==> src/hdl/kvt_pkg.sv <==
// kvt_pkg: shared types and constants of the key-value table
// action and status codes, request and slot entry formats, stream widths
// no dependencies
package kvt_pkg;

  localparam int KEY_W       = 32;
  localparam int VAL_W       = 32;
  localparam int ACTION_W    = 2;
  localparam int STATUS_W    = 3;
  localparam int COUNT_W     = 5;
  localparam int S_TDATA_W   = 72;
  localparam int M_TDATA_W   = 40;
  localparam int QUEUE_DEPTH = 2;

  // action codes on the input stream
  localparam logic [ACTION_W-1:0] ACTION_INSERT = 2'd0;
  localparam logic [ACTION_W-1:0] ACTION_LOOKUP = 2'd1;
  localparam logic [ACTION_W-1:0] ACTION_REMOVE = 2'd2;

  // result status codes
  localparam logic [STATUS_W-1:0] ST_INSERTED  = 3'd0;
  localparam logic [STATUS_W-1:0] ST_UPDATED   = 3'd1;
  localparam logic [STATUS_W-1:0] ST_FOUND     = 3'd2;
  localparam logic [STATUS_W-1:0] ST_NOT_FOUND = 3'd3;
  localparam logic [STATUS_W-1:0] ST_REMOVED   = 3'd4;
  localparam logic [STATUS_W-1:0] ST_FULL      = 3'd5;

  typedef enum logic [1:0] {
    OP_INSERT,
    OP_LOOKUP,
    OP_REMOVE,
    OP_NONE
  } kvt_op_t;

  typedef struct packed {
    kvt_op_t                  op;
    logic signed [KEY_W-1:0]  key;
    logic        [VAL_W-1:0]  value;
  } kvt_req_t;

  // head of the request queue as seen by the back end
  typedef struct packed {
    logic     valid;
    kvt_req_t req;
  } kvt_head_t;

  // back end control toward the front end
  typedef struct packed {
    logic pop;
    logic clearing;
  } kvt_back_ctl_t;

  typedef struct packed {
    logic                     valid;
    logic signed [KEY_W-1:0]  key;
    logic        [VAL_W-1:0]  value;
  } kvt_entry_t;

endpackage

==> src/hdl/kvt_front.sv <==
// kvt_front: input side of the key-value table
// accepts stream requests, decodes the action and queues them for the back end
// depends on kvt_pkg
module kvt_front (
  input  logic                            clk,
  input  logic                            rst,
  input  logic                            s_tvalid,
  output logic                            s_tready,
  input  logic [kvt_pkg::S_TDATA_W-1:0]   s_tdata,
  output kvt_pkg::kvt_head_t              head,
  input  kvt_pkg::kvt_back_ctl_t          back_ctl
);
  import kvt_pkg::*;

  localparam int PTR_W = (QUEUE_DEPTH > 1) ? $clog2(QUEUE_DEPTH) : 1;
  localparam int CNT_W = $clog2(QUEUE_DEPTH + 1);

  kvt_req_t             queue [QUEUE_DEPTH];
  logic [PTR_W-1:0]     wr_ptr;
  logic [PTR_W-1:0]     rd_ptr;
  logic [CNT_W-1:0]     fill;
  logic                 push;
  logic                 pop;
  kvt_req_t             in_req;
  logic [ACTION_W-1:0]  action;

  assign action = s_tdata[ACTION_W-1:0];

  always_comb begin
    case (action)
      ACTION_INSERT: in_req.op = OP_INSERT;
      ACTION_LOOKUP: in_req.op = OP_LOOKUP;
      ACTION_REMOVE: in_req.op = OP_REMOVE;
      default:       in_req.op = OP_NONE;
    endcase
    in_req.key   = s_tdata[ACTION_W +: KEY_W];
    in_req.value = s_tdata[ACTION_W + KEY_W +: VAL_W];
  end

  assign s_tready   = (fill != CNT_W'(QUEUE_DEPTH)) && !back_ctl.clearing;
  assign push       = s_tvalid && s_tready;
  assign pop        = back_ctl.pop && (fill != '0);
  assign head.valid = (fill != '0);
  assign head.req   = queue[rd_ptr];

  always_ff @(posedge clk) begin
    if (push) begin
      queue[wr_ptr] <= in_req;
    end
  end

  always_ff @(posedge clk) begin
    if (rst) begin
      wr_ptr <= '0;
      rd_ptr <= '0;
      fill   <= '0;
    end else begin
      if (push) begin
        wr_ptr <= (wr_ptr == PTR_W'(QUEUE_DEPTH - 1)) ? '0 : wr_ptr + 1'b1;
      end
      if (pop) begin
        rd_ptr <= (rd_ptr == PTR_W'(QUEUE_DEPTH - 1)) ? '0 : rd_ptr + 1'b1;
      end
      case ({push, pop})
        2'b10:   fill <= fill + 1'b1;
        2'b01:   fill <= fill - 1'b1;
        default: fill <= fill;
      endcase
    end
  end

endmodule

==> src/hdl/kvt_back.sv <==
// kvt_back: execution side of the key-value table
// holds the slot memory, scans it per request, writes back and registers the result
// depends on kvt_pkg
module kvt_back #(
  parameter int ENTRIES = 16
) (
  input  logic                            clk,
  input  logic                            rst,
  input  kvt_pkg::kvt_head_t              head,
  output kvt_pkg::kvt_back_ctl_t          back_ctl,
  output logic                            m_tvalid,
  input  logic                            m_tready,
  output logic [kvt_pkg::M_TDATA_W-1:0]   m_tdata
);
  import kvt_pkg::*;

  localparam int IDXW = (ENTRIES > 1) ? $clog2(ENTRIES) : 1;
  localparam int CNTW = $clog2(ENTRIES + 1);

  typedef enum logic [1:0] {
    S_CLEAR,
    S_IDLE,
    S_SCAN,
    S_DONE
  } state_t;

  state_t             state;
  kvt_entry_t         mem [ENTRIES];
  kvt_entry_t         rd_data;
  kvt_req_t           req;
  logic [CNTW-1:0]    issue_cnt;
  logic [CNTW-1:0]    clr_cnt;
  logic [CNTW-1:0]    entry_count;
  logic [CNTW-1:0]    count_next;
  logic               chk_vld;
  logic [IDXW-1:0]    chk_idx;
  logic               hit;
  logic [IDXW-1:0]    hit_idx;
  logic [VAL_W-1:0]   hit_value;
  logic               free_found;
  logic [IDXW-1:0]    free_idx;
  logic               match;
  logic               done_fire;
  logic               mem_we;
  logic [IDXW-1:0]    mem_waddr;
  kvt_entry_t         mem_wdata;
  logic [STATUS_W-1:0] res_status;
  logic [VAL_W-1:0]   res_value;

  assign match     = rd_data.valid && (rd_data.key == req.key);
  assign done_fire = (state == S_DONE) && (!m_tvalid || m_tready);

  assign back_ctl.pop      = (state == S_IDLE) && head.valid;
  assign back_ctl.clearing = (state == S_CLEAR);

  // outcome of the finished scan and the slot write it causes, or the clearing write during the clearing pass
  always_comb begin
    res_status = ST_NOT_FOUND;
    res_value  = '0;
    count_next = entry_count;
    mem_we     = 1'b0;
    mem_waddr  = hit_idx;
    mem_wdata  = '{valid: 1'b1, key: req.key, value: req.value};
    case (req.op)
      OP_INSERT: begin
        if (hit) begin
          res_status = ST_UPDATED;
          mem_we     = done_fire;
        end else if (free_found) begin
          res_status = ST_INSERTED;
          mem_we     = done_fire;
          mem_waddr  = free_idx;
          count_next = entry_count + 1'b1;
        end else begin
          res_status = ST_FULL;
        end
      end
      OP_LOOKUP: begin
        if (hit) begin
          res_status = ST_FOUND;
          res_value  = hit_value;
        end
      end
      OP_REMOVE: begin
        if (hit) begin
          res_status      = ST_REMOVED;
          mem_we          = done_fire;
          mem_wdata.valid = 1'b0;
          if (entry_count != '0) begin
            count_next = entry_count - 1'b1;
          end
        end
      end
      default: begin
        res_status = ST_NOT_FOUND;
      end
    endcase
    if (state == S_CLEAR) begin
      mem_we    = 1'b1;
      mem_waddr = clr_cnt[IDXW-1:0];
      mem_wdata = '0;
    end
  end

  always_ff @(posedge clk) begin
    if (mem_we) begin
      mem[mem_waddr] <= mem_wdata;
    end
    rd_data <= mem[issue_cnt[IDXW-1:0]];
  end

  always_ff @(posedge clk) begin
    if (rst) begin
      state       <= S_CLEAR;
      clr_cnt     <= '0;
      issue_cnt   <= '0;
      entry_count <= '0;
      chk_vld     <= 1'b0;
      hit         <= 1'b0;
      free_found  <= 1'b0;
      m_tvalid    <= 1'b0;
    end else begin
      if (m_tvalid && m_tready && !done_fire) begin
        m_tvalid <= 1'b0;
      end
      case (state)
        S_CLEAR: begin
          clr_cnt <= clr_cnt + 1'b1;
          if (clr_cnt == CNTW'(ENTRIES - 1)) begin
            state <= S_IDLE;
          end
        end
        S_IDLE: begin
          if (head.valid) begin
            req        <= head.req;
            issue_cnt  <= '0;
            chk_vld    <= 1'b0;
            hit        <= 1'b0;
            free_found <= 1'b0;
            state      <= S_SCAN;
          end
        end
        S_SCAN: begin
          if (issue_cnt < CNTW'(ENTRIES)) begin
            issue_cnt <= issue_cnt + 1'b1;
            chk_vld   <= 1'b1;
            chk_idx   <= issue_cnt[IDXW-1:0];
          end else begin
            chk_vld <= 1'b0;
          end
          if (chk_vld) begin
            if (match) begin
              hit       <= 1'b1;
              hit_idx   <= chk_idx;
              hit_value <= rd_data.value;
            end else if (!rd_data.valid && !free_found) begin
              free_found <= 1'b1;
              free_idx   <= chk_idx;
            end
            if (match || (chk_idx == IDXW'(ENTRIES - 1))) begin
              state <= S_DONE;
            end
          end
        end
        S_DONE: begin
          if (done_fire) begin
            m_tvalid    <= 1'b1;
            m_tdata     <= {COUNT_W'(count_next), res_value, res_status};
            entry_count <= count_next;
            state       <= S_IDLE;
          end
        end
        default: begin
          state <= S_IDLE;
        end
      endcase
    end
  end

  // occupancy never exceeds the slot count
  a_count_bound: assert property (@(posedge clk) disable iff (rst)
    entry_count <= CNTW'(ENTRIES))
    else $error("entry count above slot count");

  // a refused insert only happens with every slot taken
  a_full_consistent: assert property (@(posedge clk) disable iff (rst)
    (done_fire && (res_status == ST_FULL)) |-> (entry_count == CNTW'(ENTRIES)))
    else $error("table full reported with free slots");

  // slot writes only during the clearing pass or write-back
  a_write_phase: assert property (@(posedge clk) disable iff (rst)
    mem_we |-> ((state == S_CLEAR) || done_fire))
    else $error("slot write outside clear or write-back");

  // each write-back presents a result on the next cycle
  a_result_out: assert property (@(posedge clk) disable iff (rst)
    done_fire |=> m_tvalid)
    else $error("write-back without result");

endmodule

==> src/hdl/key_value_table_core.sv <==
// key_value_table_core: top level of the bounded key-value table
// ties the request front end, request queue and scanning back end together
// depends on kvt_pkg, kvt_front, kvt_back
//
// A table of ENTRIES slots, each holding a 32-bit key and a 32-bit value. Every
// request on the slave stream asks to insert or update, look up or remove a key,
// and yields exactly one result on the master stream with a status, the value
// found by a lookup (zero otherwise) and the entry count after the request.
// An insert of a new key into a full table stores nothing and reports table full;
// action code 3 changes nothing and reports not found. Requests are queued two
// deep in the front end, so until the queue is full the slave side keeps
// accepting while the back end works or while a result waits in the output
// register. The back end serves one request at a time: it takes the request,
// scans the slot memory one slot per cycle through its single registered read
// port (stopping early when the key is found), then writes back and loads the
// result into the output register, waiting while a previous result is still
// unaccepted. After reset a clearing pass marks every slot free; s_tready
// stays low during that pass.
module key_value_table_core #(
  parameter int ENTRIES = 16
) (
  input  logic                            clk,
  input  logic                            rst,
  input  logic                            s_tvalid,
  output logic                            s_tready,
  // action [1:0], key [33:2], value [65:34], zero pad [71:66]
  input  logic [kvt_pkg::S_TDATA_W-1:0]   s_tdata,
  output logic                            m_tvalid,
  input  logic                            m_tready,
  // status [2:0], value_out [34:3], count [39:35]
  output logic [kvt_pkg::M_TDATA_W-1:0]   m_tdata
);
  import kvt_pkg::*;

  // head of the request queue toward the back end
  kvt_head_t     head;
  // pop and clearing indication back to the front end
  kvt_back_ctl_t back_ctl;

  kvt_front u_front (
    .clk      (clk),
    .rst      (rst),
    .s_tvalid (s_tvalid),
    .s_tready (s_tready),
    .s_tdata  (s_tdata),
    .head     (head),
    .back_ctl (back_ctl)
  );

  kvt_back #(
    .ENTRIES (ENTRIES)
  ) u_back (
    .clk      (clk),
    .rst      (rst),
    .head     (head),
    .back_ctl (back_ctl),
    .m_tvalid (m_tvalid),
    .m_tready (m_tready),
    .m_tdata  (m_tdata)
  );

endmodule
==> config.mk <==
export PLATFORM = sky130hd
export DESIGN_NAME = key_value_table_core
export DESIGN_NICKNAME = d
export VERILOG_FILES = /design/src/hdl/kvt_pkg.sv /design/src/hdl/kvt_front.sv /design/src/hdl/kvt_back.sv /design/src/hdl/key_value_table_core.sv
export SDC_FILE = /design/constraint.sdc
export NUM_CORES = 1
export LEC_CHECK = 0
export CAP_MARGIN = 20
export CELL_PAD_IN_SITES_DETAIL_PLACEMENT = 1
export CELL_PAD_IN_SITES_GLOBAL_PLACEMENT = 1
export CORE_AREA = 2 2 327 329
export CTS_CLUSTER_DIAMETER = 40
export DETAILED_ROUTE_END_ITERATION = 10
export DIE_AREA = 0 0 329 331
export DONT_BUFFER_PORTS = 1
export PLACE_DENSITY = 0.73
export SYNTH_ARGS = -nofsm -noshare
export SYNTH_HDL_FRONTEND = slang
export SYNTH_HIERARCHICAL = 1
export SYNTH_SLANG_ARGS = --single-unit
==> constraint.sdc <==
create_clock -name clk -period 5 [get_ports clk]
set_input_delay 0.5 -clock clk [delete_from_list [all_inputs] [get_ports clk]]
set_output_delay 0.5 -clock clk [all_outputs]
set_load 0.05 [all_outputs]
* After elaboration in Yosys (flattened, before gate mapping) *
Memories as Yosys holds them, arrays and structs flattened. A register that Yosys moved wholly into a read port is not among the register bits.
Cells that the tools add are included.

cells by class
  $add $sub $neg = 8
  multipliers = 0
  divide/modulo/power cells = 0
  $lt $le $gt $ge = 1
  equality and inequality tests = 22
  shifts and indexed selects = 0
  muxes and demuxes = 52
  bitwise gates (word level) = 2
  reduce and logical (&&, ||, !) cells = 35

operators with widths
  operator                                                                count
  65-bit two-way mux                                                      1
  32-bit equality test                                                    1
  5-bit two-way mux                                                       6
  1-bit two-way mux                                                       23
  5-bit one-hot mux with 2 select lines                                   2
  4-bit two-way mux                                                       4
  2-bit by 1-bit != test with 1-bit output (second input constant)        8
  5-bit by 1-bit adder with 5-bit output (second input constant)          3
  5-bit AND reduction                                                     3
  3-bit AND reduction                                                     4
  2-bit equality test (second input constant)                             5
  2-bit two-way mux                                                       5
  1-bit logical AND                                                       9
  3-bit two-way mux                                                       3
  3-bit one-hot mux with 3 select lines                                   1
  2-bit by 1-bit equality test with 1-bit output (second input constant)  4
  1-bit one-hot mux with 2 select lines                                   4
  2-bit one-hot mux with 4 select lines                                   1
  4-bit AND reduction                                                     2
  2-bit logical NOT                                                       3
  2-bit one-hot mux with 3 select lines                                   1
  2-bit AND reduction                                                     3
  2-bit nonzero test                                                      3
  5-bit by 4-bit equality test with 1-bit output (second input constant)  1
  other kinds (12)                                                        20

storage, ports and cells
  flip-flop bits (word level) = 109
  latch bits = 0
  RAM bits = 1172
  bits in read-only memories = 0
  bits of input ports = 76
  output and inout bits = 42
  logic and storage cells = 139
  memories = 2

memory list
  memory         words  bits a word  read ports  clocked after memory_dff  write ports  RTL line         RTL
  u_back.mem     16     65           1           1                         1            kvt_back.sv:28   kvt_entry_t mem [ENTRIES];
  u_front.queue  2      66           1           1                         1            kvt_front.sv:18  kvt_req_t queue [QUEUE_DEPTH];

* Longest topological paths before layout *
Gate-level depths: netlist (run 1).

  word-level depth = 9
  depth in mapped cells = 9
  depth with buffers taken out = 9

* By module *
Netlist (run 1), hierarchy kept.

by module, submodules not included
  module     times used  cells an instance  area an instance (um2)  sequential area each (um2)
  kvt_back   1           2017               47276.6                 37455.9
  kvt_front  1           233                4986.0                  4063.9

* Least setup slack after synthesis (run 1) *
OpenSTA, ideal clock, no wires.

  path kind = flip-flop to flip-flop
  start point = reg u_back.m_tvalid
  end point = mem u_back/mem[7][0] (netlist name) (enable)
  library setup time = 488 ps
  arrival time = 4305 ps
  data required time = 4512 ps
  setup slack = 206 ps
  cell stages (with the launch flop) = 7
  buffers on the path = 0
  period minus slack after synthesis = 4794 ps
  cells stage by stage = dfxtp_1 -> nand2b_1 -> nand2_1 -> or4_1 -> a21oi_1 -> nand2_1 -> nor2_1

on the way
  cells in the longest elaborated chain, start to end = 9
  elaborated cells on any way between the ends = 10
  those cells by class = 7 x mux; 3 x reduce/logical

RTL lines
  item                                         RTL line         RTL
  from (decl)                                  kvt_back.sv:11   output logic m_tvalid,
  from (signal assigned)                       kvt_back.sv:121  m_tvalid <= 1'b0;
  from (signal assigned)                       kvt_back.sv:124  m_tvalid <= 1'b0;
  from (signal assigned)                       kvt_back.sv:167  m_tvalid <= 1'b1;
  1-bit logical NOT (*)                        kvt_back.sv:51   assign done_fire = (state == S_DONE) && (!m_tvalid || m_tready);
  1-bit logical OR (*)                         kvt_back.sv:51
  1-bit logical AND (*)                        kvt_back.sv:51
  1-bit two-way mux                            kvt_back.sv:69   end else if (free_found) begin
  1-bit two-way mux                            kvt_back.sv:66   if (hit) begin
  1-bit one-hot mux with 2 select lines (*)    kvt_back.sv:64   case (req.op)
  1-bit two-way mux (*)                        kvt_back.sv:98   if (state == S_CLEAR) begin
  1-bit two-way mux (*)                        kvt_back.sv:106  if (mem_we) begin
  1-bit two-way mux (not written as such) (*)  kvt_back.sv:107  mem[mem_waddr] <= mem_wdata;
  to (decl)                                    kvt_back.sv:28

Every way passes the cells marked *; elsewhere a longest branch is shown, timed or not.

* Worst setup path in the final report (run 1) *
  start point = reg u_back.m_tvalid
  end point = mem u_back/mem[10][1] (netlist name) (enable)

Same word-level chain as after synthesis.

==> summary.txt, run 1 <==
Run status
  – Run status: finished, final reports clean

Timing
  – Final setup fails: 0
  – Period utilisation layout: 0.703
  – Sum Neg Setup Slack: 0 ns
  – Fmax achieved: 0.285 GHz
  – Post-layout minimum cycle time: 3.51 ns
  – Clock Skews: 0.0495 ns
  – Relative slew slack: 0.282
  – Final Max Slew Viols: 0
  – RSZ-0062 raised after global routing: false
  – Worst-Margin Slew: 1.07 ns
  – Final hold violation count: 0

Layout
  – Area delta synth->final: 16.7%
  – Final design utilization: 0.581
  – Final cell count without fillers: 3983
  – Register cell area after layout: 41500 um^2
  – Fill cell instance count of the final layout: 8616
  – Final nets: 2538
  – Share of cells above drive strength 1: 0.294
  – Multi-input logic area: 10400 um^2

Place
  – Routability-driven placement congestion ratio: 0.762
  – Input/output buffers: 0
  – Inst Count DP: 3597
  – Detail Placement HPWL: 61900 um

Min path
  – Worst Hold Class: input pin to flip-flop

Logic synthesis
  – Number of flops mapped to enable cells by yosys: 1322
  – Number of instances in the synthesized netlist: 2250
  – Yosys cell types: 50
  – Average size of a mapped cell: 23.2 um^2
  – Share of synthesized area occupied by flip-flops and latches: 0.794
  – Number of warning messages in the yosys log: 6
  – Synthesized netlist net count: 2338
  – Most used flip-flop cell after synthesis: edfxtp_1
  – Netlist Area Pre-Place: 52300 um^2
  – Flip-flop and latch count after synthesis: 1413
  – Share of synthesized flip-flops with an asynchronous set or reset: 0

Routing
  – Residual antenna-violating net count after detailed routing: 0
  – Sum of met3 wire segment lengths after detailed routing: 7170 um
  – Total DRC errors in the routed layout: 0
  – Via count normalized by instance count: 5.88
  – Total vias in the final route: 23400
  – Pre-antenna DRT Iters: 5
  – Wl on met1: 46000 um
  – Wirelength per Cell: 29.2 um
  – Wire length on met2: 60600 um
  – Wire length reported by the detailed router: 116000 um
  – Top metal layer carrying routed signals: met4
  – Iteration-0 DRC Markers: 2151

Clocking
  – Inserted Clock Buffers: 165
  – TritonCTS clock tree: yes
  – TritonCTS sink count: 1413
  – Clk Tree Root Cell: clkbuf_16
  – Max Root-Sink Buffers: 3
  – Cells resized by post-CTS repair: 0
  – Clock H-tree levels: 4
  – Clock latency of the later-clocked register in the worst-skew pair: 0.78 ns
  – Clock Pin Slew Worst Setup and Hold Paths: 0.06 ns

GRT
  – Maximum number of pins on one net before global-route repair: 84
  – First-pass GRT wire length: 172000 um
  – GRT Residual Overflow: 0
  – Vias in the first global route: 25600
  – Global-route usage over all layers: 0.220
  – Antenna violations before repair: 2

Critical path
  – Arrival time at the worst endpoint: 3.94 ns
  – Critical path launch point type: flip-flop
  – Register-to-register setup slack: 1.49 ns
  – Critical path data required time: 5.43 ns
  – Setup CP Type: flip-flop to flip-flop
  – CP Max Fanout: 16
  – Kind of end point of the critical path: flip-flop

Flow run
  – Max Cap Viol: 0

Floorplanning
  – Rows: 119
  – Die width: 329 um
  – Die height: 331 um
  – Die Outline Area: 109000 um^2
  – Placeable core region: 105000 um^2
  – Initial core utilization: 0.498
  – Boundary pin count: 118

Power and ir drop
  – Pwr per Cell Area: 507 nW/um^2
  – Maximum vdd ir drop: 0.593 mV
  – Total leakage power: 19.4 nW
-- sequential cells by signal, indices dropped and copies added, names as in the netlist, 2 cells and up, named ones only --
register and count:
u_back/issue_cnt 5, u_back/chk_idx 4, u_back/entry_count 5, u_back/hit_idx 4, u_back/req 66, u_back/clr_cnt 5, u_back/free_idx 4, u_back/rd_data 65
u_back/state 2, u_front/queue 132, u_back/hit_value 32, u_back/m_tdata 40, u_back/mem 1040, u_front/fill 2
-- cell usage after synthesis, drive strengths merged, types with 11 or more instances --
cell | number | area share
a21oi | 15 | 0.0014
and2 | 33 | 0.0040
buf | 45 | 0.0056
clkbuf | 56 | 0.0040
dfxtp | 91 | 0.035
edfxtp | 1322 | 0.76
ha | 12 | 0.0029
inv | 12 | 0.00086
mux2 | 68 | 0.015
mux4 | 325 | 0.14
nand2 | 21 | 0.0015
nand4 | 11 | 0.0013
nor2 | 55 | 0.0040
nor2b | 66 | 0.0079
xnor2 | 32 | 0.0054
-- worst max-delay path, stage by stage (launching register included) --
cell      delay (ns)
dfxtp_1         0.47
nand2b_1        0.24
nand2_1         0.30
or4_1           0.50
a21oi_1         0.27
nand2_1         0.32
nor2_4          0.70
buf_4           0.37
-- worst paths after layout --
path,start,to,cells after the start
hold / removal,m_tready,u_back/m_tvalid,4
hold reg to reg,u_back/rd_data[1],u_back/hit_value[1],0
setup / recovery,u_back/m_tvalid,u_back/mem[10][1],7
setup reg to reg,u_back/m_tvalid,u_back/mem[10][1],7
-- through the flow --
step                power (mW)  hold WS [ns]  instance area (um^2)  setup slack [ns]
global placement          18.4         0.388                 54400              1.38
global route              31.9         0.150                 61000              1.33
CTS                       31.2         0.107                 60900              1.30
detailed placement        18.7         0.390                 54400              1.33
finish                    30.9         0.155                 61000              1.49
floorplan                 17.2         0.386                 52300             0.206
-- per-layer routing --
layer / vias up / track usage
met5: - / 0
met2: 817 / 0.377
met3: 178 / 0.0402
li1: 9776 / -
met1: 12700 / 0.288
met4: 0 / 0.0681
-- cell families (layout without fill, tap and decap cells) --
kind of cell,Yosys count,count (layout),share of synthesized area
buffers and inverters,113,454,0.0104
adders and majority gates,12,12,0.00287
other,0,1,0
muxes,401,401,0.156
xor gates and xnor gates,42,42,0.00704
and+or+nand+nor,221,221,0.0231
AOI/OAI and AO/OA,48,48,0.00589
DFF,1413,1413,0.794
-- where the power goes --
part	internal [mW]	switching (mW)
registers	14.9	0.435
logic	0.996	2.12
clock network	7.62	4.81
total	23.5	7.36
-- layout by cell type (no fill, tap or decap), types with 5 or more instances in the layout --
| master | count |
|---|---|
| clkbuf_16 | 174 |
| clkinv_1 | 13 |
| clkbuf_1 | 23 |
| and2_1 | 33 |
| a21oi_1 | 15 |
| nor3_1 | 7 |
| clkinv_2 | 24 |
| nand2b_1 | 6 |
| edfxtp_1 | 1322 |
| nand2_1 | 21 |
| inv_6 | 10 |
| bufinv_16 | 19 |
| dfxtp_1 | 86 |
| xnor2_1 | 32 |
| mux4_2 | 325 |
| buf_4 | 40 |
| clkinvlp_4 | 10 |
| clkbuf_8 | 16 |
| dlygate4sd3_1 | 69 |
| nor2b_1 | 66 |
| nor2_4 | 19 |
| ha_1 | 11 |
| o21ai_0 | 5 |
| clkinv_4 | 11 |
| mux2i_1 | 8 |
| xor2_1 | 10 |
| o21a_1 | 5 |
| a211oi_1 | 6 |
| mux2_2 | 68 |
| inv_8 | 5 |
| dfxtp_4 | 5 |
| buf_12 | 25 |
| nor2_1 | 36 |
| nand4_1 | 11 |
| inv_1 | 10 |
-- timing repair --
item / CTS / global route
endpoints found under the setup margin: 0 / 0
setup buffers: 0 / 0
hold buffers: 70 / 0
endpoints found under the hold margin: 174 / 0
-- layout make-up --
class	count	area share
Timing Repair Buffer	134	0.0245
Tap cell	1391	0.0285
Sequential cell	1413	0.681
Antenna cell	1	0.0000410
Inverter	12	0.000759
Clock inverter	95	0.0185
Clock buffer	213	0.0764
Multi-Input combinational cell	724	0.170
(Power assumes the default switching activity.)
==> run 2: changes to the inputs <==
Settings changed: ABC_AREA set to 1, CORE_AREA 2 2 327 329 to 2 2 333 335, DIE_AREA 0 0 329 331 to 0 0 335 337, PLACE_DENSITY 0.73 to 0.74.
Clock period 5 ns to 3.5 ns, I/O delays scaled along.
==> run 2 against run 1 <==
Compared with the run above:
- first-iteration DRC count rose by 18%
- sequential power grew 51%
- critical path depth shrank 1
==> summary.txt, run 2 <==
GRT
  – Antenna violations before repair: 0 (-2)
  – First-pass GRT wire length: 211000 um (+23%)
  – Maximum number of pins on one net before global-route repair: 146 (+74%)
  – Vias in the first global route: 34400 (+34%)
  – GRT Residual Overflow: 0 (unchanged)
  – Global-route usage over all layers: 0.250 (+0.0298)

Power and ir drop
  – Sw Share: 0.284 (+0.0460)
  – Clock power frac: 0.367 (-0.035)
  – Share of total power in sequential cells: 0.472 (-0.025)
  – Pwr per Cell Area: 784 nW/um^2 (+55%)
  – Total leakage power: 21.3 nW (+9.7%)
  – Post-layout total power: 49.3 mW (+59%)
  – Switching power of the nets: 14.0 mW (+90%)
  – Internal cell power: 35.3 mW (+50%)
  – Fraction of power consumed by combinational cells: 0.160 (+0.059)
  – Maximum vdd ir drop: 0.735 mV (+24%)

Logic synthesis
  – Dominant cells by area after synthesis: edfxtp_1, nor2_1, dfxtp_1, o21ai_0, o32ai_1
  – Yosys cell types: 47 (-6.0%)
  – Average size of a mapped cell: 14.4 um^2 (-38%)
  – Synthesized netlist net count: 3845 (+64%)
  – Number of instances in the synthesized netlist: 3757 (+67%)
  – Most frequent cell after synthesis: edfxtp_1
  – Flip-flop and latch count after synthesis: 1413 (unchanged)
  – Netlist Area Pre-Place: 54200 um^2 (+3.8%)
  – Share of synthesized flip-flops with an asynchronous set or reset: 0 (unchanged)
  – Share of synthesized area occupied by flip-flops and latches: 0.765 (-0.0290)
  – Most used flip-flop cell after synthesis: edfxtp_1
  – Number of flops mapped to enable cells by yosys: 1322 (unchanged)
  – Share of Yosys cell area claimed by the top area cell type: 0.732 (-0.0277)
  – Number of warning messages in the yosys log: 6 (unchanged)
  – Largest area contributor in the netlist: edfxtp_1
  – Top cells by count, synth: edfxtp_1, nor2_1, o21ai_0, nand2_1, inv_1

Timing
  – Final Max Slew Viols: 0 (unchanged)
  – Sum Neg Setup Slack: 0 ns (unchanged)
  – Period utilisation layout: 0.943
  – Worst hold slack after final layout: 0.217 ns (+0.0615 ns)
  – Clock Skews: 0.0328 ns (-0.0168 ns)
  – RSZ-0062 raised after global routing: false
  – Final setup fails: 0 (unchanged)
  – Worst-Margin Slew: 1.15 ns (+0.0843 ns)
  – Post-layout minimum cycle time: 3.30 ns
  – Relative slew slack: 0.232 (-0.0507)
  – Final hold violation count: 0 (unchanged)
  – Fmax achieved: 0.303 GHz

Clocking
  – TritonCTS sink count: 1413 (unchanged)
  – Inserted Clock Buffers: 171 (+3.6%)
  – Clock latency of the later-clocked register in the worst-skew pair: 0.79 ns (about the same)
  – TritonCTS clock tree: yes
  – Max Root-Sink Buffers: 3 (unchanged)
  – Clock H-tree levels: 4 (unchanged)
  – Clk Tree Root Cell: clkbuf_16
  – Clock Pin Slew Worst Setup and Hold Paths: 0.06 ns (about the same)
  – Cells resized by post-CTS repair: 0 (unchanged)

Critical path
  – Arrival time at the worst endpoint: 2.95 ns (-0.99 ns)
  – Origin of the worst setup path: u_back/state[0]
  – Critical path data required time: 3.15 ns (-2.28 ns)
  – Kind of end point of the critical path: primary output
  – Beginning of the worst register-to-register path: u_back/state[0]
  – Setup CP Type: flip-flop to primary output
  – Critical path launch point type: flip-flop
  – CP Max Fanout: 47 (+31)

Layout
  – Final nets: 3953 (+56%)
  – Share of cells above drive strength 1: 0.121 (-0.172)
  – Area delta synth->final: 15.9%
  – Most used cells in the layout excluding fill and tap cells: edfxtp_1, nor2_1, o21ai_0
  – Final cell count without fillers: 5441 (+37%)
  – Register ranked first by flip-flop count: u_back/mem
  – Max reg flops: 1040 (unchanged)
  – Commonest non-fill, non-tap cell in the layout: edfxtp_1
  – Antenna Cells: 0 (-1)
  – Biggest regs: u_back/mem: 1040 flops, u_front/queue: 132 flops, u_back/req: 66 flops
  – Final design utilization: 0.574 (-0.00729)

Routing
  – Wirelength per Cell: 25.8 um (-12%)
  – Total DRC errors in the routed layout: 0 (unchanged)
  – Pre-antenna DRT Iters: 7 (+2)
  – Wire length reported by the detailed router: 140000 um (+21%)
  – Residual antenna-violating net count after detailed routing: 0 (unchanged)
  – Total vias in the final route: 32100 (+37%)
  – Via count normalized by instance count: 5.90 (+0.29%)
  – Iteration-0 DRC Markers: 2534 (+18%)

Run status
  – Run status: finished, final reports clean

Floorplanning
  – Die width: 335 um (+1.8%)
  – Placeable core region: 110000 um^2 (+4.4%)
  – Die height: 337 um (+1.8%)
  – Boundary pin count: 118 (unchanged)
  – Initial core utilization: 0.495 (-0.00296)
  – Die Outline Area: 113000 um^2 (+3.7%)
  – Rows: 122 (+2.5%)

Place
  – Routability-driven placement congestion ratio: 0.790 (+3.7%)
  – Inst Count DP: 5048 (+40%)
  – Input/output buffers: 0 (unchanged)
  – Detail Placement HPWL: 75600 um (+22%)

Flow run
  – Max Cap Viol: 0 (unchanged)

Min path
  – Worst Hold Class: input pin to flip-flop
  – Beginning of the worst hold path: s_tdata[21]
-- run 2: power groups by stage --
stage               clock [mW]  sequential [mW]  combinational [mW]
finish                    18.1             23.3                7.90
detailed placement           0             23.6                7.76
CTS                       18.3             23.3                7.94
global placement             0             23.4                7.42
floorplan                    0             23.2                4.80
global route              19.0             23.4                8.56
-- run 2: through the flow --
step	instance area (um^2)	worst slack, ns
4_1_cts	62900	0.0878
3_5_place_dp	56300	0.545
3_3_place_gp	56300	0.642
6_report	62900	0.200
5_1_grt	62900	0.0550
2_1_floorplan	54400	0.331
-- run 2: worst max-delay path: stages, from the launching register on --
cell	delay, ns
dfxtp_1	0.37
inv_1	0.14
ha_4	0.14
buf_4	0.36
buf_4	0.72
a21oi_1	0.14
buf_4	0.25
-- run 2: repair_timing --
item	CTS	global route
hold endpoints to repair	162	0
setup buffers	0	0
hold buffers	69	0
-- run 2: final timing paths --
check	end	slack, ns	cells past startpoint
max	s_tready	0.20	6
min reg2reg	u_back/hit_value[5]	0.40	0
max reg2reg	u_back/mem[13][36]	0.49	8
min	u_front/queue[1][51]	0.22	1
-- run 2: routing by layer --
layer	track usage	part of all wire	up-vias	wire (um)
met4	0.0843	0.025	0	3570
li1	-	-	14200	-
met1	0.317	0.41	16700	57200
met3	0.0349	0.049	264	6860
met5	0	0	-	0
met2	0.440	0.52	969	72600
-- run 2: kinds of logic (layout without fill, tap and decap cells) --
| family | count (synthesis) | in the layout | synth area share |
|---|---|---|---|
| compound gates | 599 | 599 | 0.0756 |
| xor+xnor | 14 | 14 | 0.00226 |
| fa+ha+maj | 12 | 12 | 0.00277 |
| buf+inv | 398 | 656 | 0.0328 |
| flops | 1413 | 1413 | 0.765 |
| mux | 177 | 177 | 0.0370 |
| simple gates | 1144 | 1144 | 0.0841 |
-- run 2: final cells by class --
cell class	count	area [um^2]
clock buffers	208	4590
clock inverters	115	1310
fillers	10100	46700
inverters	179	683
multi-input cells	1946	11100
flip-flops and latches	1413	41500
well taps	1426	1780
repair buffers	154	1840
